--- src/skeq_pkg.sv ---
// ----------------------------------------------------------------------------
// skeq_pkg
// Types, constants and key tables shared by the scancode key event queue.
// ----------------------------------------------------------------------------
package skeq_pkg;

   // key codes as delivered on the result channel
   typedef enum logic [3:0] {
      KEY_NONE  = 4'd0,
      KEY_W     = 4'd1,
      KEY_A     = 4'd2,
      KEY_S     = 4'd3,
      KEY_D     = 4'd4,
      KEY_UP    = 4'd5,
      KEY_DOWN  = 4'd6,
      KEY_LEFT  = 4'd7,
      KEY_RIGHT = 4'd8,
      KEY_SPACE = 4'd9,
      KEY_ESC   = 4'd10,
      KEY_ENTER = 4'd11,
      KEY_TAB   = 4'd12,
      KEY_LALT  = 4'd13,
      KEY_LCTRL = 4'd14,
      KEY_SHIFT = 4'd15
   } key_code_type;

   // request action codes
   localparam logic ACTION_BYTE = 1'b0;
   localparam logic ACTION_POP  = 1'b1;

   // scancode bytes
   localparam logic [7:0] PREFIX_BYTE  = 8'hE0;
   localparam logic [7:0] RELEASE_MASK = 8'h80;
   localparam logic [7:0] CODE_MASK    = 8'h7F;

   localparam logic [6:0] SC_W      = 7'h11;
   localparam logic [6:0] SC_A      = 7'h1E;
   localparam logic [6:0] SC_S      = 7'h1F;
   localparam logic [6:0] SC_D      = 7'h20;
   localparam logic [6:0] SC_UP     = 7'h48;
   localparam logic [6:0] SC_DOWN   = 7'h50;
   localparam logic [6:0] SC_LEFT   = 7'h4B;
   localparam logic [6:0] SC_RIGHT  = 7'h4D;
   localparam logic [6:0] SC_SPACE  = 7'h39;
   localparam logic [6:0] SC_ESC    = 7'h01;
   localparam logic [6:0] SC_ENTER  = 7'h1C;
   localparam logic [6:0] SC_TAB    = 7'h0F;
   localparam logic [6:0] SC_LALT   = 7'h38;
   localparam logic [6:0] SC_LCTRL  = 7'h1D;
   localparam logic [6:0] SC_LSHIFT = 7'h2A;
   localparam logic [6:0] SC_RSHIFT = 7'h36;

   // one stored event
   typedef struct packed {
      logic         pressed;
      key_code_type key;
   } key_event_type;

   // command from the decoder to the ring
   typedef struct packed {
      logic          push;
      logic          pop;
      key_event_type ev;
   } ring_cmd_type;

   // normal (unprefixed) key table
   function automatic key_code_type map_normal(input logic [6:0] code);
      key_code_type k;
      unique case (code)
         SC_W:      k = KEY_W;
         SC_A:      k = KEY_A;
         SC_S:      k = KEY_S;
         SC_D:      k = KEY_D;
         SC_UP:     k = KEY_UP;
         SC_DOWN:   k = KEY_DOWN;
         SC_LEFT:   k = KEY_LEFT;
         SC_RIGHT:  k = KEY_RIGHT;
         SC_SPACE:  k = KEY_SPACE;
         SC_ESC:    k = KEY_ESC;
         SC_ENTER:  k = KEY_ENTER;
         SC_TAB:    k = KEY_TAB;
         SC_LALT:   k = KEY_LALT;
         SC_LCTRL:  k = KEY_LCTRL;
         SC_LSHIFT: k = KEY_SHIFT;
         SC_RSHIFT: k = KEY_SHIFT;
         default:   k = KEY_NONE;
      endcase
      return k;
   endfunction

   // extended (prefixed) key table: arrows only
   function automatic key_code_type map_extended(input logic [6:0] code);
      key_code_type k;
      unique case (code)
         SC_UP:    k = KEY_UP;
         SC_DOWN:  k = KEY_DOWN;
         SC_LEFT:  k = KEY_LEFT;
         SC_RIGHT: k = KEY_RIGHT;
         default:  k = KEY_NONE;
      endcase
      return k;
   endfunction

endpackage

--- src/skeq_if.sv ---
// ----------------------------------------------------------------------------
// skeq request and response channels
// Valid/ready channels carrying scancode requests and key event responses.
// ----------------------------------------------------------------------------
interface skeq_req_if;
   logic       valid;
   logic       ready;
   logic       action;
   logic [7:0] scan_byte;

   modport source (output valid, output action, output scan_byte, input ready);
   modport sink   (input valid, input action, input scan_byte, output ready);
endinterface

interface skeq_rsp_if;
   logic       valid;
   logic       ready;
   logic       event_valid;
   logic [3:0] key_code;
   logic       key_pressed;
   logic       events_pending;

   modport source (output valid, output event_valid, output key_code,
                   output key_pressed, output events_pending, input ready);
   modport sink   (input valid, input event_valid, input key_code,
                   input key_pressed, input events_pending, output ready);
endinterface

--- src/skeq_decode.sv ---
// ----------------------------------------------------------------------------
// skeq_decode
// Set-1 scancode decoder with extended-prefix tracking; builds ring commands.
// ----------------------------------------------------------------------------
module skeq_decode
   import skeq_pkg::*;
(
   input  logic         clock,
   input  logic         reset,
   input  logic         advance,
   input  logic         action,
   input  logic [7:0]   scan_byte,
   output ring_cmd_type cmd
);

   logic         prefix_ff;
   logic         prefix_in;
   logic         is_prefix;
   logic [6:0]   code;
   key_code_type key;

   // classify the byte and look up the key
   always_comb begin
      is_prefix = (scan_byte == PREFIX_BYTE);
      code      = 7'(scan_byte & CODE_MASK);
      key       = prefix_ff ? map_extended(code) : map_normal(code);
   end

   // ring command
   always_comb begin
      cmd.push       = (action == ACTION_BYTE) && !is_prefix && (key != KEY_NONE);
      cmd.pop        = (action == ACTION_POP);
      cmd.ev.key     = key;
      cmd.ev.pressed = ((scan_byte & RELEASE_MASK) == 8'h00);
   end

   // prefix flag: set by the prefix byte, cleared by any other byte
   always_comb begin
      prefix_in = prefix_ff;
      if (advance && (action == ACTION_BYTE)) begin
         prefix_in = is_prefix;
      end
   end

   always_ff @(posedge clock) begin
      if (reset) begin
         prefix_ff <= 1'b0;
      end else begin
         prefix_ff <= prefix_in;
      end
   end

endmodule

--- src/skeq_ring.sv ---
// ----------------------------------------------------------------------------
// skeq_ring
// Event ring buffer; drops pushes when full and reads the oldest on pop.
// ----------------------------------------------------------------------------
module skeq_ring
   import skeq_pkg::*;
#(
   parameter int QUEUE_DEPTH = 64
)
(
   input  logic          clock,
   input  logic          reset,
   input  logic          advance,
   input  ring_cmd_type  cmd,
   output logic          pop_hit,
   output logic          pending,
   output key_event_type rd_event_ff
);

   localparam int PTR_W = $clog2(QUEUE_DEPTH);
   localparam logic [PTR_W-1:0] LAST_SLOT = PTR_W'(QUEUE_DEPTH - 1);

   key_event_type    store [QUEUE_DEPTH];
   logic [PTR_W-1:0] wp_ff, wp_in, wp_next;
   logic [PTR_W-1:0] rp_ff, rp_in, rp_next;
   logic             empty, full;
   logic             do_push, do_pop;

   // pointer arithmetic with wrap at the depth
   always_comb begin
      wp_next = (wp_ff == LAST_SLOT) ? '0 : wp_ff + 1'b1;
      rp_next = (rp_ff == LAST_SLOT) ? '0 : rp_ff + 1'b1;
      empty   = (wp_ff == rp_ff);
      full    = (wp_next == rp_ff);
      do_push = advance && cmd.push && !full;
      do_pop  = advance && cmd.pop && !empty;
      pop_hit = cmd.pop && !empty;
      wp_in   = do_push ? wp_next : wp_ff;
      rp_in   = do_pop ? rp_next : rp_ff;
      pending = (wp_in != rp_in);
   end

   always_ff @(posedge clock) begin
      if (reset) begin
         wp_ff <= '0;
         rp_ff <= '0;
      end else begin
         wp_ff <= wp_in;
         rp_ff <= rp_in;
      end
   end

   // event storage, registered read
   always_ff @(posedge clock) begin
      if (do_push) begin
         store[wp_ff] <= cmd.ev;
      end
      if (do_pop) begin
         rd_event_ff <= store[rp_ff];
      end
   end

endmodule

--- src/scancode_key_event_queue.sv ---
// ----------------------------------------------------------------------------
// scancode_key_event_queue
// Set-1 scancode decoder feeding a key event ring with pop requests.
//
//   channel  | dir | payload
//   ---------+-----+----------------------------------------------------
//   req_ch   | in  | action, scan_byte
//   rsp_ch   | out | event_valid, key_code, key_pressed, events_pending
//
// One request per cycle while responses are taken, one response per request,
// through an input register, then decode and ring update into the response register.
// The ring read port is registered alongside the response register.
// Reset clears the prefix flag, the ring pointers and both stage valids.
// A stalled response holds both stages; requests resume as it is taken.
// ----------------------------------------------------------------------------
module scancode_key_event_queue
   import skeq_pkg::*;
#(
   parameter int QUEUE_DEPTH = 64
)
(
   input  logic              clock,
   input  logic              reset,
   skeq_req_if.sink          req_ch,
   skeq_rsp_if.source        rsp_ch
);

   logic          in_valid_ff;
   logic          in_action_ff;
   logic [7:0]    in_byte_ff;
   logic          advance;
   logic          in_load;
   ring_cmd_type  cmd;
   logic          pop_hit;
   logic          pending;
   key_event_type rd_event_ff;
   logic          rsp_valid_ff;
   logic          event_valid_ff;
   logic          pending_ff;

   // stage control
   assign advance      = in_valid_ff && (!rsp_valid_ff || rsp_ch.ready);
   assign req_ch.ready = !in_valid_ff || advance;
   assign in_load      = req_ch.valid && req_ch.ready;

   // input register
   always_ff @(posedge clock) begin
      if (reset) begin
         in_valid_ff <= 1'b0;
      end else if (req_ch.ready) begin
         in_valid_ff <= req_ch.valid;
      end
   end

   always_ff @(posedge clock) begin
      if (in_load) begin
         in_action_ff <= req_ch.action;
         in_byte_ff   <= req_ch.scan_byte;
      end
   end

   skeq_decode u_decode (
      .clock     (clock),
      .reset     (reset),
      .advance   (advance),
      .action    (in_action_ff),
      .scan_byte (in_byte_ff),
      .cmd       (cmd)
   );

   skeq_ring #(
      .QUEUE_DEPTH (QUEUE_DEPTH)
   ) u_ring (
      .clock       (clock),
      .reset       (reset),
      .advance     (advance),
      .cmd         (cmd),
      .pop_hit     (pop_hit),
      .pending     (pending),
      .rd_event_ff (rd_event_ff)
   );

   // response register
   always_ff @(posedge clock) begin
      if (reset) begin
         rsp_valid_ff <= 1'b0;
      end else if (advance) begin
         rsp_valid_ff <= 1'b1;
      end else if (rsp_ch.ready) begin
         rsp_valid_ff <= 1'b0;
      end
   end

   always_ff @(posedge clock) begin
      if (advance) begin
         event_valid_ff <= pop_hit;
         pending_ff     <= pending;
      end
   end

   // response payload, event fields zero unless a pop returned one
   assign rsp_ch.valid          = rsp_valid_ff;
   assign rsp_ch.event_valid    = event_valid_ff;
   assign rsp_ch.key_code       = event_valid_ff ? rd_event_ff.key : KEY_NONE;
   assign rsp_ch.key_pressed    = event_valid_ff && rd_event_ff.pressed;
   assign rsp_ch.events_pending = pending_ff;

endmodule

--- src/flat_wrapper.sv ---
// flat-port wrapper written by rule: the top's interface ports become plain ports
module scancode_key_event_queue_flat import skeq_pkg::*;
#(
   parameter int QUEUE_DEPTH = 64
)
  (clock, reset, req_ch_valid, req_ch_action, req_ch_scan_byte, req_ch_ready, rsp_ch_valid, rsp_ch_event_valid, rsp_ch_key_code, rsp_ch_key_pressed, rsp_ch_events_pending, rsp_ch_ready);
  skeq_req_if req_ch_i ();
  skeq_rsp_if rsp_ch_i ();
  input  logic clock;
  input  logic reset;
  input wire logic [$bits(req_ch_i.valid)-1:0] req_ch_valid;
  input wire logic [$bits(req_ch_i.action)-1:0] req_ch_action;
  input wire logic [$bits(req_ch_i.scan_byte)-1:0] req_ch_scan_byte;
  output wire logic [$bits(req_ch_i.ready)-1:0] req_ch_ready;
  output wire logic [$bits(rsp_ch_i.valid)-1:0] rsp_ch_valid;
  output wire logic [$bits(rsp_ch_i.event_valid)-1:0] rsp_ch_event_valid;
  output wire logic [$bits(rsp_ch_i.key_code)-1:0] rsp_ch_key_code;
  output wire logic [$bits(rsp_ch_i.key_pressed)-1:0] rsp_ch_key_pressed;
  output wire logic [$bits(rsp_ch_i.events_pending)-1:0] rsp_ch_events_pending;
  input wire logic [$bits(rsp_ch_i.ready)-1:0] rsp_ch_ready;
  assign req_ch_i.valid = req_ch_valid;
  assign req_ch_i.action = req_ch_action;
  assign req_ch_i.scan_byte = req_ch_scan_byte;
  assign req_ch_ready = req_ch_i.ready;
  assign rsp_ch_valid = rsp_ch_i.valid;
  assign rsp_ch_event_valid = rsp_ch_i.event_valid;
  assign rsp_ch_key_code = rsp_ch_i.key_code;
  assign rsp_ch_key_pressed = rsp_ch_i.key_pressed;
  assign rsp_ch_events_pending = rsp_ch_i.events_pending;
  assign rsp_ch_i.ready = rsp_ch_ready;
  scancode_key_event_queue #(.QUEUE_DEPTH(QUEUE_DEPTH)) u_core (.clock(clock), .reset(reset), .req_ch(req_ch_i), .rsp_ch(rsp_ch_i));
endmodule
--- config.mk ---
export PLATFORM = sky130hd
export DESIGN_NAME = scancode_key_event_queue_flat
export DESIGN_NICKNAME = d
export VERILOG_FILES = /design/src/skeq_pkg.sv /design/src/skeq_if.sv /design/src/skeq_decode.sv /design/src/skeq_ring.sv /design/src/scancode_key_event_queue.sv /design/src/flat_wrapper.sv
export SDC_FILE = /design/constraint.sdc
export NUM_CORES = 1
export LEC_CHECK = 0
export ABC_AREA = 1
export BUFFER_PORTS_ARGS = -buffer_cell sky130_fd_sc_hd__buf_4
export CORE_MARGIN = 2
export CORE_UTILIZATION = 50
export DETAILED_ROUTE_END_ITERATION = 8
export PLACE_DENSITY = 0.7
export SLEW_MARGIN = 25
export SYNTH_ARGS = -nofsm -noshare
export SYNTH_HDL_FRONTEND = slang
export SYNTH_SLANG_ARGS = --single-unit
export TNS_END_PERCENT = 30
--- constraint.sdc ---
create_clock -name clock -period 3.8 [get_ports clock]
set_input_delay 0.38 -clock clock [delete_from_list [all_inputs] [get_ports clock]]
set_output_delay 0.38 -clock clock [all_outputs]
set_load 0.1 [all_outputs]
Word-level counts from Yosys, hierarchy flattened. Memory sizes are Yosys's and may differ from the RTL's. A register that Yosys moved wholly into a read port is not among the register bits. Index checks and enable logic that the tools add are counted.

Mux-type cells: 12. Add/sub/neg operators: 2. Bitwise operators: 1. Reductions and logical operators: 22. Equality and inequality tests: 22.

Operator list (number): 4-bit one-hot mux with 15 select lines (1); 7-bit by 5-bit equality test with 1-bit output (second input constant) (5); 7-bit by 6-bit equality test with 1-bit output (second input constant) (5); 7-bit equality test (second input constant) (4); 6-bit two-way mux (4); 4-bit one-hot mux with 4 select lines (1); 6-bit by 1-bit adder with 6-bit output (second input constant) (2); 6-bit equality test (2); 6-bit equality test (second input constant) (2); 1-bit logical AND (11); 8-bit equality test (second input constant) (1); 8-bit logical NOT (1); 4-bit two-way mux (2); 7-bit by 1-bit equality test with 1-bit output (second input constant) (1); 7-bit by 4-bit equality test with 1-bit output (second input constant) (1); 6-bit != test (1); 1-bit logical NOT (5); 1-bit two-way mux (4); 4-bit nonzero test (1); 1-bit logical OR (2); 2-bit nonzero test (1); 2-bit OR reduction (1); 1-bit inverter (1).

RAM bits: 320. Output and inout bits: 9. Memories kept: 1. Bits in registers: 26. Word-level logic and storage cells: 69.

Memories: u_core.u_ring.store (depth 64, width 5, read ports 1, clocked after memory_dff 1, wr ports 1, RTL line skeq_ring.sv:23) `key_event_type store [QUEUE_DEPTH];`.

Depth between registers and ports, before layout.
Depth in word-level cells: 10. Gate-level depth with buffers: 19. Depth with buffers taken out: 18.

Modules after synthesis. A second synthesis with hierarchy kept.

Cells, all modules: 1308. Area, all modules: 14767.9 µm².

Modules (own cells, without submodules): skeq_ring (cells an instance 1176, instances 1, seq. area each 9999.6 µm², area each 13877.1 µm²); scancode_key_event_queue (cells an instance 33, instances 1, seq. area each 370.4 µm², area each 459.2 µm²); skeq_decode (cells an instance 99, instances 1, seq. area each 20.0 µm², area each 431.7 µm²).

Worst setup path before layout. OpenSTA, ideal clock, no wires.

Path type: register -> register. Start point: reg u_core.in_byte_ff[5]. End point: mem u_core.u_ring.store[16][0] (netlist bit) (enable). Setup time: 0.340 ns. Cell stages (with the launch flop): 17. Path buffers: 1. Data arrival time: 2.926 ns. Slack: 0.535 ns. Cell sequence: edfxtp_1 -> inv_1 -> nand2_1 -> nor2_1 -> nand2_1 -> nand2_1 -> nor2_1 -> nand2_1 -> nand2_1 -> nand2_1 -> nor2_1 -> nand2_2 -> nand2_4 -> buf_12 -> nor2_8 -> nand3_4 -> nor2_1.

RTL lines: start: declaration (RTL line scancode_key_event_queue.sv:30) `logic [7:0] in_byte_ff;`; start signal: assignment (RTL line scancode_key_event_queue.sv:58) `in_byte_ff <= req_ch.scan_byte;`; end: declaration (RTL line skeq_ring.sv:23).

Worst setup path in the final report.
Start point: reg u_core.u_ring.wp_ff[0]. End point: mem u_core.u_ring.store[48][0] (netlist bit) (enable).

Cells in the longest elaborated chain, start to end: 7. Elaborated cells on any way between the ends: 8. Those cells by class: add/sub: 1; eq/ne: 2; mux: 3; reduce/logical: 2.

RTL lines: start: declaration (RTL line skeq_ring.sv:24) `logic [PTR_W-1:0] wp_ff, wp_in, wp_next;`; start signal: assignment (RTL line skeq_ring.sv:48) `wp_ff <= wp_in;`; 6-bit by 1-bit adder with 6-bit output / 6-bit equality test (equally long branches) (RTL line skeq_ring.sv:31) `wp_next = (wp_ff == LAST_SLOT) ? '0 : wp_ff + 1'b1;`; 6-bit two-way mux (RTL line skeq_ring.sv:31); 6-bit equality test (RTL line skeq_ring.sv:34) `full = (wp_next == rp_ff);`; 1-bit logical NOT (RTL line skeq_ring.sv:35) `do_push = advance && cmd.push && !full;`; 1-bit logical AND (RTL line skeq_ring.sv:35); 1-bit two-way mux (RTL line skeq_ring.sv:55) `if (do_push) begin`; 1-bit two-way mux (not written as such) (RTL line skeq_ring.sv:56) `store[wp_ff] <= cmd.ev;`.

Parallel ways exist; a longest one is shown, timed or not.

==> summary.txt <==
Drt
  – Number of remaining DRC errors: 0
  – DRT Pass-1 Iters: 5
  – Ratio of routed vias to standard cells: 5.94
  – Total length of routed wires: 36200 um
  – Count of vias placed by the detailed router: 10300
  – WL/cell: 21.0 um
  – Count of antenna-violating nets left after detailed routing: 0
  – Drt first-iter violations: 1244

Finish
  – Share of post-route cells with drive strength above 1: 8.76%
  – Count of non-filler cells in the finished layout: 1725
  – # fillers: 2457
  – Layout overhead on the synthesized area: 10.8%
  – Flip-flop and latch area: 10400 um^2
  – Antenna Cells: 0
  – Final layout net count: 1324
  – Total area of multi-input combinational cells: 4060 um^2

Synthesis
  – Mapped Avg Cell Area: 11.5 um^2
  – Flops & latches, synth: 351
  – Area contributors post-synth: sky130_fd_sc_hd__edfxtp_1, sky130_fd_sc_hd__nor2_1, sky130_fd_sc_hd__o21ai_0, sky130_fd_sc_hd__nand2_1, sky130_fd_sc_hd__o22ai_1
  – Number of cells produced by synthesis: 1302
  – Number of nets in the synthesized netlist: 1317
  – Number of enable-type register cells in the synthesized netlist: 336
  – Sequential element share of the synthesized area: 69.5%
  – Most frequently used flop master after synthesis: sky130_fd_sc_hd__edfxtp_1
  – Number of distinct library cell variants in the gate-level netlist after synthesis: 35
  – Synth warn: 0
  – Post-synthesis instance area: 14900 um^2
  – Library cell occupying the most area in the post-synthesis netlist: sky130_fd_sc_hd__edfxtp_1
  – Post-synth ARST share: 0%
  – Post-synth top area share: 67.5%

Timing
  – Slew HR: 35.9%
  – Time the final worst path needs with I/O delays and setup: 3.17 ns
  – Max Transition Viols Final: 0
  – Setup repair after global routing missed its margin: false
  – Post-route clock skew: 0.0167 ns
  – Slew at the pin closest to its max-slew limit: 0.961 ns
  – Total setup violations reported at the end of the flow: 0
  – Count of endpoints failing hold in the final timing report: 0
  – Period utilisation layout: 83.5%
  – Max Clock Freq: 315 MHz
  – Setup TNS Final: 0 ns

Power and ir drop
  – Power Dens Cells: 477 nW/um^2
  – Static leakage: 5.73 nW
  – Peak supply drop: 0.000423 V

Placed design
  – Number of placed cells counting well taps: 1660
  – Count of buffers inserted at the top-level ports: 21
  – Placer Congestion: 0.880
  – Detailed placer's ending HPWL: 21700 um

Setup path
  – Critical path endpoint: u_core.u_ring.store[48][0]
  – R2r worst-path depth: 15
  – Dominant cell type by count on the critical path: sky130_fd_sc_hd__nand2_1
  – Data arrival time of the critical path: 3.33 ns
  – RR Endpoint: u_core.u_ring.store[48][0]
  – Worst reg2reg setup slack: 0.63 ns
  – Required time at the endpoint of the critical path: 3.96 ns
  – Buffer and inverter count on the worst path: 1
  – Max incr delay on CP: 0.58 ns
  – Highest-delay cell along the critical path: sky130_fd_sc_hd__dfxtp_1
  – Endpoint class of the critical path: register
  – Launch instance of the worst register-to-register path: u_core.u_ring.wp_ff[0]
  – Top Family by Delay on Critical Path: simple AND/OR/NAND/NOR gates
  – Worst setup startpoint: u_core.u_ring.wp_ff[0]
  – Ordered list of cells on the worst path: ha_1 -> nand2_1 -> inv_1 -> nand2_1 -> nand2_1 -> nand2_1 -> nor2_1 -> nor2_1 -> nand2_1 -> nor2_4 -> nor2_8 -> nand2_4 -> nor2_8 -> nand3_4 -> nor2_1
  – Maximum fanout count along the critical path: 12
  – Total stage count of the critical path: 15
  – Worst setup SP type: register
  – Setup CP Type: reg2reg

Floorplan
  – Die outline area: 31300 um^2
  – Core region area: 29600 um^2
  – Vertical die dimension: 177 um
  – Die width: 177 um
  – Placement row count: 63
  – Total I/O pin count: 22
  – Starting density of the core: 50.5%

Clock network
  – Post-CTS setup-driven buffer insertion count: 0
  – Number of levels in the clock H-tree: 2
  – Bufs on Longest Clock Path: 3
  – Clock root buffer master: sky130_fd_sc_hd__clkbuf_16
  – Number of gates resized after CTS: 0
  – TritonCTS clock tree: yes
  – Clk sink count: 351
  – Clock input transition at the sequential cells of the worst setup and hold paths: 0.06 ns
  – Clock Latency Late Sink: 0.52 ns
  – Hold-fix buffers at CTS: 0
  – Total CTS buffers: 37

Outcome
  – Outcome: finished, final reports clean

Global route
  – Initial antenna violation count: 0
  – Sum of overflow across all layers after global routing: 0
  – Pin count of the biggest net entering global routing: 101
  – Global-route wire length before repair: 55100 um
  – Via count of the first global-routing pass: 9756
  – Total track usage: 23.4%

Run
  – Number of maximum-capacitance violations: 0

Worst hold path
  – Path category of the worst min-delay check: in2reg
flip-flops by register name (all words and copies together), names as in the netlist:
signal	flops
u_core.rsp_ch.valid	1
u_core.u_ring.store	320
u_core.rsp_ch.event_valid	1
u_core.u_decode.prefix_ff	1
u_core.in_action_ff	1
u_core.u_ring.wp_ff	6
u_core.rsp_ch.events_pending	1
u_core.in_byte_ff	8
u_core.in_valid_ff	1
u_core.u_ring.rp_ff	6
u_core.u_ring.rd_event_ff	5
placed cells by master (no fill, tap or decap), types with 13 or more instances in the layout:
cell and instances:
sky130_fd_sc_hd__clkbuf_16 37, sky130_fd_sc_hd__nand2_1 123, sky130_fd_sc_hd__clkinv_1 14, sky130_fd_sc_hd__o21ai_0 188, sky130_fd_sc_hd__edfxtp_1 336, sky130_fd_sc_hd__o22ai_1 69
sky130_fd_sc_hd__nor2_1 303, sky130_fd_sc_hd__o221ai_1 19, sky130_fd_sc_hd__buf_4 38, sky130_fd_sc_hd__a21oi_1 13, sky130_fd_sc_hd__inv_1 47, sky130_fd_sc_hd__nand3_1 45
logic make-up (layout without fill, tap and decap cells):
family | Yosys count | in the layout | synth area share [%]
DFF | 351 | 351 | 69.5
AOI/OAI and AO/OA | 303 | 303 | 11.4
xor gates and xnor gates | 3 | 3 | 0.176
muxes | 12 | 12 | 0.804
and+or+nand+nor | 506 | 506 | 14.6
adders and majority gates | 2 | 2 | 0.167
buffers and inverters | 125 | 158 | 3.32
how the worst min path moves through the flow:
stage / depth (start not counted) / to / start / slack [ns]
4_1_cts: 1 / u_core.in_byte_ff[3] / req_ch_scan_byte[3] / 0.04
3_5_place_dp: 2 / u_core.rsp_ch.valid / u_core.rsp_ch.valid / 0.53
2_1_floorplan: 1 / u_core.in_valid_ff / reset / 0.45
6_report: 1 / u_core.in_action_ff / req_ch_action / 0.05
3_3_place_gp: 2 / u_core.rsp_ch.valid / u_core.rsp_ch.valid / 0.50
5_1_grt: 1 / u_core.in_byte_ff[6] / req_ch_scan_byte[6] / 0.04
layout make-up:
cell class	count	share of cell area, %
inverter	54	1.24
sequential	351	62.8
clock inverter	20	0.854
clock buffer	45	5.77
timing repair buffer	39	1.84
tap	390	2.95
multi-input combinational	826	24.5
stage by stage:
step	utilization [%]	hold slack [ns]	power [mW]	worst slack, ns	cell area (um^2)
2_1_floorplan	-	0.449	4.55	0.535	14900
3_3_place_gp	52.3	0.500	4.66	0.796	15500
3_5_place_dp	52.3	0.525	4.67	0.648	15500
4_1_cts	56.0	0.0356	7.93	0.646	16600
5_1_grt	56.0	0.0386	8.12	0.410	16600
6_report	56.0	0.0479	7.90	0.626	16600
power by group:
group          internal (mW)  total, mW  switching (mW)
registers               4.25       4.26          0.0168
clock network           1.92       3.31            1.39
logic                 0.0768      0.323           0.247
cells in the mapped netlist, types with 12 or more instances:
| library cell | number |
|---|---|
| sky130_fd_sc_hd__nand2_1 | 125 |
| sky130_fd_sc_hd__edfxtp_1 | 336 |
| sky130_fd_sc_hd__a21oi_1 | 13 |
| sky130_fd_sc_hd__o22ai_1 | 69 |
| sky130_fd_sc_hd__nand3_1 | 45 |
| sky130_fd_sc_hd__o21ai_0 | 188 |
| sky130_fd_sc_hd__o221ai_1 | 19 |
| sky130_fd_sc_hd__dfxtp_1 | 15 |
| sky130_fd_sc_hd__nor2_1 | 303 |
| sky130_fd_sc_hd__inv_1 | 51 |
| sky130_fd_sc_hd__clkbuf_1 | 63 |
| sky130_fd_sc_hd__mux2i_1 | 12 |
metal layers:
metal	vias up	GRT usage, %	wire length (um)
met2	517	37.4	16800
li1	4714	-	-
met3	75	4.75	3300
met5	-	0	0
met4	0	7.89	1020
met1	4948	32.3	15100
Note: power is estimated with default switching activity, not from simulation.
